**src/kts_pkg.sv**
```systemverilog
// ----------------------------------------------------------------------------
// kts_pkg
// Shared types and constants for the keyframe track sampler.
// ----------------------------------------------------------------------------
package kts_pkg;

  localparam int DATA_W      = 32;
  localparam int FRAC_W      = 16;
  localparam int NCOMP       = 4;
  localparam int CI_W        = 2;
  localparam int KEY_IDX_W   = 8;
  localparam int IN_TDATA_W  = KEY_IDX_W + DATA_W + NCOMP * DATA_W;
  localparam int OUT_TDATA_W = NCOMP * DATA_W;

  localparam int CFG_ADDR_W  = 2;
  localparam int CFG_DATA_W  = 9;

  localparam logic [CFG_ADDR_W-1:0] CFG_KEY_COUNT   = 2'd0;
  localparam logic [CFG_ADDR_W-1:0] CFG_INTERP_MODE = 2'd1;
  localparam logic [CFG_ADDR_W-1:0] CFG_COMP_COUNT  = 2'd2;

  localparam logic [1:0] MODE_STEP = 2'd0;

  typedef struct packed {
    logic              start;
    logic [DATA_W-1:0] num;
    logic [DATA_W-1:0] den;
  } div_req_t;

endpackage

```
**src/kts_div.sv**
```systemverilog
// ----------------------------------------------------------------------------
// kts_div
// Restoring divider, one quotient bit per cycle: quo = (num << 16) / den,
// for num < den.
// ----------------------------------------------------------------------------
module kts_div import kts_pkg::*; (
  input  logic              clk,
  input  logic              rst_n,
  input  div_req_t          req,
  output logic              done,
  output logic [FRAC_W-1:0] quo
);

  logic [DATA_W-1:0]   rem_r, rem_nxt;
  logic [DATA_W-1:0]   den_r;
  logic [FRAC_W-1:0]   quo_r;
  logic [3:0]          cnt_r;
  logic                busy_r;
  logic                done_r;
  logic [DATA_W:0]     sh;
  logic [DATA_W:0]     diff;
  logic                ge;

  assign sh      = {rem_r, 1'b0};
  assign diff    = sh - {1'b0, den_r};
  assign ge      = (sh >= {1'b0, den_r});
  assign rem_nxt = ge ? diff[DATA_W-1:0] : sh[DATA_W-1:0];

  always_ff @(posedge clk) begin
    if (!rst_n) begin
      busy_r <= 1'b0;
      done_r <= 1'b0;
      cnt_r  <= '0;
    end else if (req.start) begin
      busy_r <= 1'b1;
      done_r <= 1'b0;
      cnt_r  <= '0;
    end else if (busy_r) begin
      cnt_r  <= cnt_r + 4'd1;
      busy_r <= (cnt_r != 4'(FRAC_W - 1));
      done_r <= (cnt_r == 4'(FRAC_W - 1));
    end else begin
      done_r <= 1'b0;
    end
  end

  always_ff @(posedge clk) begin
    if (req.start) begin
      rem_r <= req.num;
      den_r <= req.den;
    end else if (busy_r) begin
      rem_r <= rem_nxt;
      quo_r <= {quo_r[FRAC_W-2:0], ge};
    end
  end

  assign done = done_r;
  assign quo  = quo_r;

endmodule

```
**config.mk**
```make
export PLATFORM = sky130hd
export DESIGN_NAME = kts_div
export DESIGN_NICKNAME = d
export VERILOG_FILES = /design/src/kts_pkg.sv /design/src/kts_div.sv
export SDC_FILE = /design/constraint.sdc
export NUM_CORES = 1
export LEC_CHECK = 0
export BUFFER_PORTS_ARGS = -buffer_cell sky130_fd_sc_hd__buf_4
export CORE_UTILIZATION = 57
export DETAILED_ROUTE_END_ITERATION = 8
export GPL_TIMING_DRIVEN = 0
export PLACE_DENSITY = 0.8
export SKIP_LAST_GASP = 1
export SYNTH_ARGS = -nofsm -noshare
export SYNTH_HDL_FRONTEND = slang
export SYNTH_SLANG_ARGS = --single-unit
```
**constraint.sdc**
```tcl
create_clock -name clk -period 4 [get_ports clk]
set_input_delay 0.6 -clock clk [delete_from_list [all_inputs] [get_ports clk]]
set_output_delay 0.6 -clock clk [all_outputs]
set_load 0.02 [all_outputs]
```
### Word level (Yosys, flattened, before mapping)

Index checks and enable logic that the tools add are counted.

* register bits: 86
* input port bits: 67
* output and inout bits: 17
* logic and storage cells: 23

* add/sub/neg operators: 2
* order comparisons: 1
* equal/unequal tests: 2
* multiplexer cells: 5
* bitwise gates (word level): 3
* reductions and logical operators: 4

Operators by type and width (number)
* $mux W32: 3
* $ge A33 B32 Y1: 1
* $sub A32 B32 Y32: 1
* $add A4 B1 Y4 const B: 1
* $eq A4 B4 Y1 const B: 1
* $ne A4 B4 Y1 const B: 1
* $not A1 Y1: 3
* $reduce_or A3 Y1: 1
* $mux W1: 2
* $reduce_and A2 Y1: 1
* $reduce_bool A2 Y1: 1
* $reduce_or A2 Y1: 1

### Depth between registers and ports, before layout

* depth in word-level cells: 4
* mapped depth: 15
* mapped depth without buffers: 12

### Worst setup path before layout

Ideal clock, no wire load.

* path kind: register to register
* start point: register rem_r[17]
* end point: register rem_r[4] (data pin)
* arrival: 2.516 ns
* setup slack: 1.226 ns
* cell stages (with the launch flop): 13
* cell sequence: edfxtp_1 -> ha_1 -> a21o_1 -> a21o_1 -> a2111oi_2 -> o22ai_1 -> o21a_1 -> o21ai_1 -> and2_1 -> buf_6 -> buf_12 -> a2111oi_0 -> a211o_1

* longest elaborated chain between the ends: 4

Ends and longest elaborated chain
* start, declared: RTL line kts_div.sv:14 `logic [DATA_W-1:0] rem_r, rem_nxt;`
* start signal, assigned: RTL line kts_div.sv:49 `rem_r <= req.num;`
* start signal, assigned: RTL line kts_div.sv:52 `rem_r <= rem_nxt;`
* $ge A33 B32 Y1: RTL line kts_div.sv:26 `assign ge = (sh >= {1'b0, den_r});`
* $mux W32: RTL line kts_div.sv:27 `assign rem_nxt = ge ? diff[DATA_W-1:0] : sh[DATA_W-1:0];`
* $mux W32: RTL line kts_div.sv:51 `end else if (busy_r) begin`
* $mux W32: RTL line kts_div.sv:48 `if (req.start) begin`

Every way passes these cells. The select of a mux whose other input is x is not followed.
A chain may end at the register's enable or synchronous reset.

### Worst setup path after layout

* start point: register rem_r[5]
* end point: register rem_r[30] (data pin)

* longest elaborated chain between the ends: 4
* elaborated cells between the ends (all ways): 5
* classes of those cells: add/sub (1); order compare (1); mux (3)

Ends and longest elaborated chain (RTL line)
* $sub A32 B32 Y32 / $ge A33 B32 Y1 (equally long branches): kts_div.sv:25, kts_div.sv:26
* $mux W32 (*): kts_div.sv:27
* $mux W32 (*): kts_div.sv:51
* $mux W32 (*): kts_div.sv:48

Mark *: on every way between the ends. The rest lies on a longest branch, timed or not. The select of a mux whose other input is x is not followed.

==> metrics.md <==
| Metric | Value |
|---|---|
| Core Region | `0.00885 sq mm` |
| Max-Cap Viols | `0` |
| ANT nets after route | `0` |
| Crit path buffers/inverters | `2` |
| Worst stage delay on the critical path | `0.44 ns` |
| Post-synthesis cell count | `522` |
| Slowest CP cell | `a2111o_1` |
| Worst-Skew Late Latency | `0.36 ns` |
| Largest net degree at the start of global routing | `40` |
| Chip Width | `98.2 microns` |
| Cell area after synthesis | `0.00528 sq mm` |
| N_diodes | `0` |
| TritonCTS buffer count | `9` |
| Crit. End Element | `flop` |
| Status | `finished with violations` |
| Startpoint type of the worst setup path | `flop` |
| CTS Sinks | `86` |
| # Post-CTS Setup Buffers | `0` |
| Nets | `717` |
| Failing checks | `design-rule violations` |
| Io pins | `84` |
| M2 GR Usage | `43.0%` |
| Multi-input gate area | `0.00249 sq mm` |
| Vias in the first global route | `4,234` |
| Setup-failing EPs final | `0` |
| Seq cells post-synth | `86` |
| Fraction of layout cells with a size suffix above 1 | `18.8%` |
| Avg Inst Size Synth | `10.1 sq um` |
| Leakage Power | `2.64 nW` |
| Root Driver | `clkbuf_8` |
| Clock Tree Buf Depth | `2` |
| TritonRoute pass-1 iters | `7` |
| H-tree depth | `3` |
| Via-to-Cell Ratio | `5.81` |
| Number of flops mapped to enable cells by yosys | `80` |
| Vias | `4,233` |
| CTS resizes | `0` |
| Setup TNS | `0 ns` |
| GRT met1 Usage | `32.8%` |
| Fin crit share | `80.3%` |
| Net count after synthesis | `623` |
| WP data required | `4.19 ns` |
| First-pass GRT wire length | `19,500 microns` |
| Gr usage total | `25.4%` |
| Top FF cell, synth | `edfxtp_1` |
| Most frequent CP cell | `a21oi_1` |
| P per Cell Area | `508 mW/mm^2` |
| Grt peak-use layer | `met2` |
| CP cell instances | `ha_1 -> a2111o_1 -> o21ai_0 -> a211oi_2 -> o21a_1 -> o21ai_1 -> and2_1 -> buf_6 -> buf_2 -> a21oi_1 -> a21oi_1` |
| Initial antenna violation count | `0` |
| Initial Utilization | `59.7%` |
| Most common cell after layout, fill and taps aside | `buf_4` |
| DRT iter0 DRCs | `158` |
| IO buf count | `83` |
| Type of the worst setup path | `reg2reg` |
| RSZ-0062 raised after global routing | `false` |
| R2r setup slk | `0.79 ns` |
| Hold buffers post-CTS | `0` |
| Clock skew | `0.0101 ns` |
| Sequential area share after synthesis | `47.8%` |
| Pre-CTS setup slack | `0.834 ns` |
| HP Class | `in2reg` |
| Grt total ovfl | `0` |
| Final setup margin | `0.787 ns` |
| FMAX | `0.311 GHz` |
| WL final | `11,500 microns` |
| Die height | `98.2 microns` |
| WL per Instance | `15.8 microns` |
| Worst-Margin Slew | `1.18 ns` |
| Fill cells | `702` |
| Minimum clock period after layout | `3.21 ns` |
| Met3 usage in global routing | `4.51%` |
| Max-slew headroom | `20.8%` |
| Residual DRC | `7` |
| Most frequent cells in the layout | `84 x buf_4, 80 x edfxtp_1, 74 x a21oi_1` |
| Final Wtd Congestion | `0.922` |
| Max FO, Critical Path | `10` |
| Clk slew on worst S/H paths | `0.10 ns` |
| Register area | `0.00252 sq mm` |
| Final Max Tran Viols | `0` |
| Asr flop ratio synth | `0%` |
| Synth cell types | `63` |
| # rows | `34` |
| Die Area | `0.00965 sq mm` |
| Hold Violations, Final | `0` |
| Layout area overhead | `18.1%` |
| Ys Warns | `0` |
| Worst vdd ir | `0.235 mV` |
| CP arrival | `3.41 ns` |
| DP HPWL | `8290 microns` |
| CTS tree | `yes` |
| CP top delay family | `compound AO/OA/AOI/OAI gates` |
-- flip-flops by register name (all words and copies together) (netlist names) --
signal  cells
den_r      32
rem_r      32
quo        16
cnt_r       4
busy_r      1
done        1
-- kinds of logic after synthesis --
family                     Yosys count  synth area share [%]
adders and majority gates           34                  8.20
and+or+nand+nor                    149                  14.5
AOI/OAI and AO/OA                  158                  18.7
buffers and inverters               62                  5.07
muxes                                9                  1.75
xor gates and xnor gates            24                  3.98
DFF                                 86                  47.8
-- synth_stat cells, types with 2 or more instances --
cell / n / area (sq um)
a2111oi_0: 2 / 17.5
a211oi_1: 2 / 15.0
a21boi_0: 2 / 15.0
a21o_1: 13 / 97.6
a21oi_1: 74 / 370
a31o_2: 2 / 17.5
a31oi_1: 5 / 31.3
and2_1: 4 / 25.0
and3_1: 2 / 12.5
and4_1: 2 / 17.5
buf_2: 6 / 30.0
clkbuf_1: 15 / 56.3
dfxtp_1: 6 / 120
edfxtp_1: 80 / 2400
ha_1: 33 / 413
inv_1: 37 / 139
mux2_2: 2 / 22.5
mux2i_1: 7 / 70.1
nand2_1: 44 / 165
nand2b_1: 8 / 50.1
nand3_1: 6 / 30.0
nand3b_1: 3 / 22.5
nand4_1: 7 / 43.8
nor2_1: 21 / 78.8
nor2b_1: 31 / 194
nor3_1: 11 / 55.1
o211ai_1: 4 / 30.0
o21a_1: 8 / 60.1
o21ai_0: 21 / 105
o21bai_1: 2 / 15.0
o311ai_0: 2 / 17.5
o31a_1: 2 / 17.5
o31ai_1: 3 / 22.5
or3_1: 3 / 18.8
or4_1: 2 / 15.0
xnor2_1: 15 / 131
xor2_1: 9 / 78.8
-- where the power goes --
part           switching [mW]  internal (mW)
Sequential             0.0600           1.14
Combinational           0.767          0.585
Clock                   0.372          0.247
-- worst paths after layout --
path         startpoint  cells past startpoint        end
max            rem_r[5]                     11  rem_r[30]
min              req[4]                      1   den_r[4]
max reg2reg    rem_r[5]                     11  rem_r[30]
min reg2reg     quo[12]                      0    quo[13]
-- through the flow --
stage	instances	hold slack, ns	util (%)	area, sq um	power [mW]
after floorplan	522	0.462	-	5280	2.23
after global placement	713	0.436	68.2	6040	2.51
after detailed placement	713	0.435	68.2	6040	2.55
after CTS	729	0.386	70.5	6240	3.18
after global routing	729	0.374	70.5	6240	3.40
final	729	0.402	70.5	6240	3.17
-- worst register-to-register path, cell delays in order (launching register included) --
cell,delay [ns]
edfxtp_1,0.42
ha_1,0.41
a2111o_1,0.44
o21ai_0,0.39
a211oi_2,0.15
o21a_1,0.21
o21ai_1,0.13
and2_1,0.16
buf_6,0.14
buf_2,0.26
a21oi_1,0.10
a21oi_1,0.23
-- layer usage --
layer / share of wire (%) / routed length [microns]
met5: 0 / 0
met4: 1.6 / 185
met3: 4.9 / 569
met2: 49 / 5650
met1: 44 / 5090
-- layout make-up --
class | count | area share, %
sequential | 86 | 40.4
timing repair buffer | 83 | 9.99
inverter | 38 | 2.29
buffer | 24 | 2.01
clock inverter | 7 | 1.20
multi-input combinational | 374 | 39.9
clock buffer | 9 | 1.99
tap | 108 | 2.17
No activity file was read; power rests on OpenSTA's default activity.
