<file path="config.mk">
export PLATFORM = sky130hd
export DESIGN_NAME = kts_lerp
export DESIGN_NICKNAME = d
export VERILOG_FILES = /design/src/kts_pkg.sv /design/src/kts_lerp.sv
export SDC_FILE = /design/constraint.sdc
export NUM_CORES = 1
export LEC_CHECK = 0
export BUFFER_PORTS_ARGS = -buffer_cell sky130_fd_sc_hd__buf_2
export CAP_MARGIN = 10
export CELL_PAD_IN_SITES_DETAIL_PLACEMENT = 2
export CELL_PAD_IN_SITES_GLOBAL_PLACEMENT = 2
export CORE_ASPECT_RATIO = 0.7
export CORE_UTILIZATION = 37
export CTS_CLUSTER_DIAMETER = 150
export DETAILED_ROUTE_END_ITERATION = 8
export GPL_ROUTABILITY_DRIVEN = 0
export PLACE_DENSITY_LB_ADDON = 0.1
export SYNTH_ARGS = -nofsm -noshare
export SYNTH_HDL_FRONTEND = slang
export SYNTH_SLANG_ARGS = --single-unit
</file>
<file path="constraint.sdc">
create_clock -name clk -period 10.6 [get_ports clk]
set_input_delay 3.18 -clock clk [delete_from_list [all_inputs] [get_ports clk]]
set_output_delay 3.18 -clock clk [all_outputs]
set_load 0.005 [all_outputs]
</file>
<file path="src/kts_pkg.sv">
// ----------------------------------------------------------------------------
// kts_pkg
// Shared types and constants for the keyframe track sampler.
// ----------------------------------------------------------------------------
package kts_pkg;

  localparam int DATA_W      = 32;
  localparam int FRAC_W      = 16;
  localparam int NCOMP       = 4;
  localparam int CI_W        = 2;
  localparam int KEY_IDX_W   = 8;
  localparam int IN_TDATA_W  = KEY_IDX_W + DATA_W + NCOMP * DATA_W;
  localparam int OUT_TDATA_W = NCOMP * DATA_W;

  localparam int CFG_ADDR_W  = 2;
  localparam int CFG_DATA_W  = 9;

  localparam logic [CFG_ADDR_W-1:0] CFG_KEY_COUNT   = 2'd0;
  localparam logic [CFG_ADDR_W-1:0] CFG_INTERP_MODE = 2'd1;
  localparam logic [CFG_ADDR_W-1:0] CFG_COMP_COUNT  = 2'd2;

  localparam logic [1:0] MODE_STEP = 2'd0;

  typedef struct packed {
    logic              start;
    logic [DATA_W-1:0] num;
    logic [DATA_W-1:0] den;
  } div_req_t;

endpackage

</file>
<file path="src/kts_lerp.sv">
// ----------------------------------------------------------------------------
// kts_lerp
// Lerp unit: registered (b - a) * frac, then a + floor(product / 65536).
// ----------------------------------------------------------------------------
module kts_lerp import kts_pkg::*; (
  input  logic                     clk,
  input  logic                     ld,
  input  logic signed [DATA_W-1:0] a,
  input  logic signed [DATA_W-1:0] b,
  input  logic [FRAC_W-1:0]        frac,
  output logic signed [DATA_W-1:0] res
);

  localparam int PW = DATA_W + FRAC_W + 2;

  logic signed [DATA_W:0]   diff;
  logic signed [FRAC_W:0]   frac_s;
  logic signed [PW-1:0]     p_nxt;
  logic signed [PW-1:0]     p_r;
  logic signed [DATA_W-1:0] a_r;
  logic [PW-FRAC_W-1:0]     sum;

  assign diff   = {b[DATA_W-1], b} - {a[DATA_W-1], a};
  assign frac_s = {1'b0, frac};
  assign p_nxt  = diff * frac_s;

  always_ff @(posedge clk) begin
    if (ld) begin
      a_r <= a;
      p_r <= p_nxt;
    end
  end

  assign sum = {{(PW-FRAC_W-DATA_W){a_r[DATA_W-1]}}, a_r} + p_r[PW-1:FRAC_W];
  assign res = sum[DATA_W-1:0];

endmodule

</file>
# After elaboration in Yosys (flattened, before gate mapping)
# Index checks and enable logic that the tools add are counted.
dict set report classes {
  multipliers 1
  n_addsub 2
}
# op n
set op_table {}
lappend op_table {{multiplier 33 x 17 -> 48 bit} 1}
lappend op_table {{subtractor 32 x 32 -> 33 bit} 1}
lappend op_table {{adder 32 bit} 1}
dict set report word_totals {
  elab_cells 5
  reg_bits 80
  in_bits 82
}

# Depth between registers and ports, before layout
# Gate-level depths: netlist (run 1).
dict set report depth {
  ltp_word 2
  ltp_mapped 36
}

# Least setup slack after synthesis (run 1)
# OpenSTA, ideal clock, no wires.
dict set report synth_timing {
  path_type {input port to flip-flop}
  start {in a[4]}
  end {reg p_r[41], data pin}
  path_slack_ns -0.348
  setup_ns 0.262
  t_required_ns 10.338
  n_path_buf 1
  path_stages 33
  t_arrival_ns 10.686
  path_cell_list {inv_1 -> ha_1 -> o21a_1 -> o21a_1 -> o211ai_1 -> a21oi_1 -> o21ai_0 -> o21ai_0 -> a21o_1 -> a21oi_1 -> xnor2_1 -> clkbuf_1 -> nand2_1 -> fa_1 -> fa_1 -> fa_1 -> inv_1 -> fa_1 -> fa_1 -> inv_1 -> fa_1 -> inv_1 -> ha_1 -> a21oi_1 -> o21ai_0 -> o41ai_1 -> nand3b_1 -> a21o_1 -> a2bb2oi_1 -> a311o_1 -> a221oi_2 -> o21bai_1 -> xor2_1}
}
dict set report synth_between {
  elab_chain_len 2
}
# item line_no
set synth_rtl {}
lappend synth_rtl {{from (decl)} kts_lerp.sv:8} ;# input logic signed [DATA_W-1:0] a,
lappend synth_rtl {{subtractor 32 x 32 -> 33 bit} kts_lerp.sv:23} ;# assign diff = {b[DATA_W-1], b} - {a[DATA_W-1], a};
lappend synth_rtl {{multiplier 33 x 17 -> 48 bit} kts_lerp.sv:25} ;# assign p_nxt = diff * frac_s;
lappend synth_rtl {{named net p_nxt[41]} kts_lerp.sv:18} ;# logic signed [PW-1:0] p_nxt;
lappend synth_rtl {{to (signal assigned)} kts_lerp.sv:30} ;# p_r <= p_nxt;
lappend synth_rtl {{to (decl)} kts_lerp.sv:19} ;# logic signed [PW-1:0] p_r;
# The timed path passes the listed nets, and every way through them passes these cells.
# A chain may end at the register's enable or synchronous reset.

# Final worst setup path (run 1)
dict set report layout_timing {
  start {in a[8]}
  end {reg p_r[47], data pin}
}
# The elaborated chain is that of the path after synthesis.

==> summary.md, run 1 <==
| Metric | Value |
|---|---|
| Status | `finished with violations` |
| Failing checks | `negative setup slack` |
| Total Nets Final | `between 3000 and 4000` |
| Asr flop ratio synth | `0%` |
| Die X | `just over 300 um` |
| Initial DRC Count | `between 1500 and 2000` |
| Max-Cap Viols | `0` |
| Grt ovf | `0` |
| First-pass GRT wire length | `approximately 150 mm` |
| Overall Global Routing Usage | `slightly above 30%` |
| Worst Hold Class | `primary input to flop` |
| Die H | `approximately 210 um` |
| 1st-pass router iterations | `5` |
| Routed WL per cell | `roughly 29 um` |
| Post-route ant nets | `0` |
| CP required | `between 10 and 15 ns` |
| Layout filler cell count | `between 6000 and 7000` |
| Worst Setup Start Kind | `primary input` |
| Number of synthesized flops with an enable pin | `64` |
| Post-synth top flop | `edfxtp_1` |
| Routed vias | `about 21000` |
| Slew Viols, Final | `0` |
| Mapped Avg Cell Area | `about 9 um^2` |
| Largest net degree at the start of global routing | `65` |
| Core outline area | `just over 60000 um^2` |
| Multi-input logic area | `20000 um^2` |
| Die ar. | `64300 um^2` |
| Vias/cell | `~5.5` |
| Arrival @ worst endpoint | `11.81 ns` |
| Final setup margin | `-1.10 ns` |
| DRC viols | `0` |
| Hold_buf cts | `0` |
| Maximum fanout along the worst path | `8` |
| Sequential-to-total area share from yosys stat | `under 10%` |
| Synthesized area | `~23000 um^2` |
| Placed Cells | `about 3800` |
| Number of top-level pins | `114` |
| CP most frequent cell | `fa_1` |
| Hold Fails Final Rpt | `0` |
| Synth Instances | `~2600` |
| RSZ-0062 raised after global routing | `yes` |
| Final setup viols | `27` |
| Initial antenna violation count | `4` |
| Fin crit period | `~12 ns` |
| Syn Nets | `about 3400` |
| Clock Path Buffers | `2` |
| Achievable Freq | `0.0855 GHz` |
| Area Growth Syn to Fin | `26.9%` |
| Relative slew slack | `around 38%` |
| Largest stage delay, worst path | `roughly 0.64 ns` |
| Total routed wirelength | `around 110 mm` |
| Clock Sinks | `64` |
| Cell Rows | `76` |
| I/O Buffers | `roughly 110` |
| Worst-path clk slew | `about 0.070 ns` |
| Post-DP HPWL | `about 76 mm` |
| FF/Latch Area | `1920 um^2` |
| Slew at the pin closest to its max-slew limit | `between 0.9 and 1 ns` |
| Initial Util | `37.7%` |
| YS warnings | `0` |
| H-tree depth | `3` |
| Fin util | `47.9%` |
| CTS tree | `done` |
| Type of the worst setup path | `primary input to flop` |
| Yosys reg bits | `between 60 and 70` |
| Crit. End Element | `flop` |
| Vias in the first global route | `about 24000` |
| Non-Filler Instances | `3862` |
| CTS buffer count | `9` |
| Root buffer cell | `clkbuf_16` |
| Fraction of layout cells with a size suffix above 1 | `about a quarter` |
| CP max-delay cell | `fa_1` |
| Netlist cell types | `72` |
| Crit share post-route | `110%` |
==> worst max-delay path, delay by kind of cell <==
| kind | cells | cell delay (ns) |
|---|---|---|
| buffers and inverters | 8 | 0.93 |
| adders and majority gates | 8 | 3.76 |
| xor gates and xnor gates | 2 | 0.36 |
| and+or+nand+nor | 4 | 0.65 |
| AOI/OAI and AO/OA | 11 | 2.91 |
==> layer usage <==
layer  part of all wire, %  up-vias  wire length, um  GRT usage (%)
met3                   7.5      216             8480           2.56
met2                    47      967            52900           49.9
met4                   3.0        2             3390           5.87
met5                 0.015        -               17              0
met1                    43    11400            48800           46.2
li1                      -     8769                -              -
==> placed cells by master, fill, tap and decap left out, types with 7 or more instances in the layout <==
cell type and instances:
and2_1 221, nand2_2 12, xnor2_2 12, nor2_1 41, nor2b_1 42, buf_2 108, buf_6 35, inv_1 589
o21ai_0 42, clkbuf_16 11, xor2_1 31, o21ai_2 10, a21oi_1 41, nand3_1 14, edfxtp_1 64, fa_2 38
ha_1 148, nand2_1 325, and3_1 8, buf_12 17, nand2b_1 19, ha_4 25, a21o_1 32, xnor2_1 53
buf_4 346, inv_2 28, a21oi_2 15, a211oi_1 7, o211ai_1 11, a31oi_1 19, fa_1 453, o21a_1 20
o211a_1 11, nand4_1 21
==> final cells by class <==
class	instances	share of cell area, %
flip-flops and latches	64	6.47
repair buffers	516	13.8
clock inverters	7	0.240
diodes	3	0.0253
inverters	620	7.86
multi-input cells	1824	67.4
clock buffers	9	0.759
well taps	819	3.45
==> repair_timing <==
item / CTS / global route
resized for setup: 159 / 169
endpoints found under the setup margin: 24 / 28
buffers inserted: 33 / 38
cloned: 0 / 1
pin swaps: 90 / 89
==> cells in the mapped netlist (7+ instances only) <==
master / instances / area, um^2
inv_1: 620 / 2330
fa_1: 491 / 9830
nand2_1: 342 / 1280
and2_1: 227 / 1420
ha_1: 175 / 2190
clkbuf_1: 99 / 372
xnor2_1: 66 / 578
edfxtp_1: 64 / 1920
a21oi_1: 61 / 305
o21ai_0: 60 / 300
nor2_1: 47 / 176
nor2b_1: 44 / 275
xor2_1: 36 / 315
a21o_1: 32 / 240
a31oi_1: 21 / 131
nand4_1: 21 / 131
nand2b_1: 20 / 125
o21a_1: 20 / 150
nand3_1: 18 / 90.1
o211a_1: 12 / 120
a211oi_1: 11 / 82.6
o211ai_1: 11 / 82.6
and3_1: 10 / 62.6
nor3_1: 9 / 45.0
or3_1: 7 / 43.8
==> worst paths after layout <==
| check | startpoint | to | slack [ns] | cells past startpoint |
|---|---|---|---|---|
| setup / recovery | a[8] | p_r[47] | -1.10 | 33 |
| hold / removal | a[0] | a_r[0] | 3.00 | 1 |
==> sequential cells by signal, summed over array words and instances (netlist names) <==
register  flops
a_r          32
p_r          32
==> through the flow <==
stage / hold WS, ns / setup WS, ns / cell area (um^2) / TNS [ns]
6_report: 3.00 / -1.10 / 29700 / -12.74
5_1_grt: 3.00 / -1.16 / 29700 / -16.19
4_1_cts: 3.01 / -0.406 / 28800 / -3.46
3_5_place_dp: 3.38 / -1.22 / 27600 / -18.68
3_3_place_gp: 3.38 / -0.984 / 27600 / -13.86
2_1_floorplan: 3.28 / 0.00201 / 23600 / 0
==> cell families (layout without fill, tap and decap cells) <==
| group | count (synthesis) | after routing | synth area share, % |
|---|---|---|---|
| and+or+nand+nor | 773 | 773 | 16.5 |
| buffers and inverters | 730 | 1152 | 11.8 |
| adders and majority gates | 666 | 666 | 51.4 |
| AOI/OAI and AO/OA | 283 | 283 | 8.29 |
| xor gates and xnor gates | 102 | 102 | 3.82 |
| DFF | 64 | 64 | 8.21 |
| other | 0 | 3 | 0 |
Power of run 1 is left out: the tool's default activity adds up to more than one toggle a clock period on the data nets, which glitch-free logic cannot reach.
==> run 2: changes to the inputs <==
==> constraint.sdc (replaced) <==
create_clock -name clk -period 10.3 [get_ports clk]
set_input_delay 3.09 -clock clk [delete_from_list [all_inputs] [get_ports clk]]
set_output_delay 3.09 -clock clk [all_outputs]
set_load 0.005 [all_outputs]
==> summary.md, run 2 (same netlist as run 1, synthesis figures left out) <==
| Metric | Value |
|---|---|
| Arrival @ worst endpoint | `around 12 ns` |
| Max-Cap Viols | `0` |
| Post-route ant nets | `0` |
| Largest stage delay, worst path | `0.57 ns` |
| Crit share post-route | `113%` |
| Root buffer cell | `clkbuf_16` |
| Final setup margin | `-1.37 ns` |
| Slew Viols, Final | `0` |
| Top Usage Layer GRT | `met2` |
| DRC viols | `0` |
| Overall Global Routing Usage | `30.6%` |
| Initial DRC Count | `~1400` |
| Cell Rows | `76` |
| Worst hold endpoint | `a_r[8]` |
| Crit. End Element | `flop` |
| 1st-pass router iterations | `5` |
| Layout filler cell count | `~6700` |
| Post-DP HPWL | `77.0 mm` |
| Total routed wirelength | `~110 mm` |
| Vias in the first global route | `roughly 24000` |
| Commonest non-fill, non-tap cell in the layout | `inv_1` |
| Vias/cell | `5.42` |
| CTS buffer count | `9` |
| CP required | `10.41 ns` |
| Most frequent cells in the layout | `inv_1, fa_1, buf_4` |
| H-tree depth | `3` |
| Initial Util | `a little under two fifths` |
| Worst Hold Margin | `around 3 ns` |
| Grt ovf | `0` |
| Routed vias | `about 21000` |
| Fraction of layout cells with a size suffix above 1 | `24.5%` |
| Final setup viols | `31` |
| Failing checks | `negative setup slack` |
| Fin crit period | `11.67 ns` |
| Hold_buf cts | `0` |
| Hold Fails Final Rpt | `0` |
| Achievable Freq | `between 0.08 and 0.09 GHz` |
| Met3 Usage GRT | `3.35%` |
| Total Nets Final | `~3800` |
| Area Growth Syn to Fin | `26.2%` |
| First-pass GRT wire length | `roughly 150 mm` |
| CP most frequent cell | `fa_1` |
| Die H | `212 um` |
| Type of the worst setup path | `primary input to flop` |
| CP max-delay cell | `fa_1` |
| Largest regs | `a_r (32), p_r (32)` |
| Largest net degree at the start of global routing | `65` |
| Hold Crit Depth | `1` |
| Hold Path Origin | `a[8]` |
| Worst-path clk slew | `around 0.060 ns` |
| CTS tree | `done` |
| Slew at the pin closest to its max-slew limit | `0.924 ns` |
| Maximum fanout along the worst path | `5` |
| Fin util | `between 40% and 50%` |
| Die X | `approximately 300 um` |
| RSZ-0062 raised after global routing | `yes` |
| Die ar. | `64300 um^2` |
| Worst Setup Start Kind | `primary input` |
| Routed WL per cell | `roughly 27 um` |
| Initial antenna violation count | `5` |
| Number of top-level pins | `114` |
| Worst Hold Class | `primary input to flop` |
| Core outline area | `~62000 um^2` |
| Global routing met1 resource utilization | `around 45%` |
| Relative slew slack | `a little under two fifths` |
| Clock Sinks | `64` |
| GR Util met2 | `49.5%` |
| Clock Path Buffers | `2` |
| Status | `finished with violations` |
| I/O Buffers | `approximately 110` |
==> run 2: cell types whose count changed in the layout (fill, tap and decap cells not counted), moves of 4 or more <==
cell,delta
inv_2,-9
inv_1,+11
a21oi_2,+5
fa_1,+11
ha_1,+4
buf_12,+15
fa_2,-11
xnor2_1,+5
a21oi_4,-4
o21ai_4,-4
xnor2_2,-6
buf_6,-22
buf_4,+25
==> run 2: what timing repair did <==
| action | in CTS | in global routing |
|---|---|---|
| endpoints found under the hold margin | 0 | 0 |
| buffers inserted | 37 | 23 |
| resized for setup | 118 | 93 |
| pin swaps | 84 | 83 |
| cloned | 1 | 0 |
| endpoints found under the setup margin | 28 | 32 |
==> run 2: layout make-up <==
type,instances,area (um^2),share of cell area (%)
Clock buffer,9,225,0.762
Sequential cell,64,1920,6.51
Multi-Input combinational cell,1824,19800,67.0
Antenna cell,1,2.50,0.00847
Inverter,620,2340,7.92
Clock inverter,6,61.3,0.208
Timing Repair Buffer,528,4170,14.1
Tap cell,819,1020,3.47
==> run 2: worst max-delay path by stage <==
stage,depth (start not counted),startpoint,to,slack (ns)
after CTS,35,a[2],p_r[47],-0.75
after detailed placement,35,b[0],p_r[47],-1.43
after floorplan,33,b[0],p_r[47],-0.10
after global routing,37,b[0],p_r[46],-1.52
after global placement,34,b[0],p_r[47],-1.15
final,37,b[0],p_r[46],-1.37
==> run 2: stage by stage <==
stage | cell area (um^2) | TNS [ns] | setup slack (ns) | cells
finish | 29500 | -18.41 | -1.37 | 3871
global route | 29500 | -22.37 | -1.52 | 3870
CTS | 29000 | -6.70 | -0.746 | 3850
detailed placement | 28000 | -24.87 | -1.43 | 3799
global placement | 28000 | -19.56 | -1.15 | 3799
floorplan | 23800 | -0.202 | -0.101 | 2618
==> run 2: worst max-delay path: cells and delay by family <==
family,cells,cell delay (ns)
XOR/XNOR,1,0.15
AO/OA/AOI/OAI,13,2.83
buffers and inverters,10,1.19
adder cells (fa/ha/maj),9,3.84
AND/OR/NAND/NOR,4,0.65
==> run 2: routing by layer <==
layer / vias up / part of all wire (%)
li1: 8794 / -
met1: 11300 / 45
met2: 747 / 47
met3: 159 / 6.0
met4: 0 / 2.6
met5: - / 0
Power of run 2 is left out for the same reason.
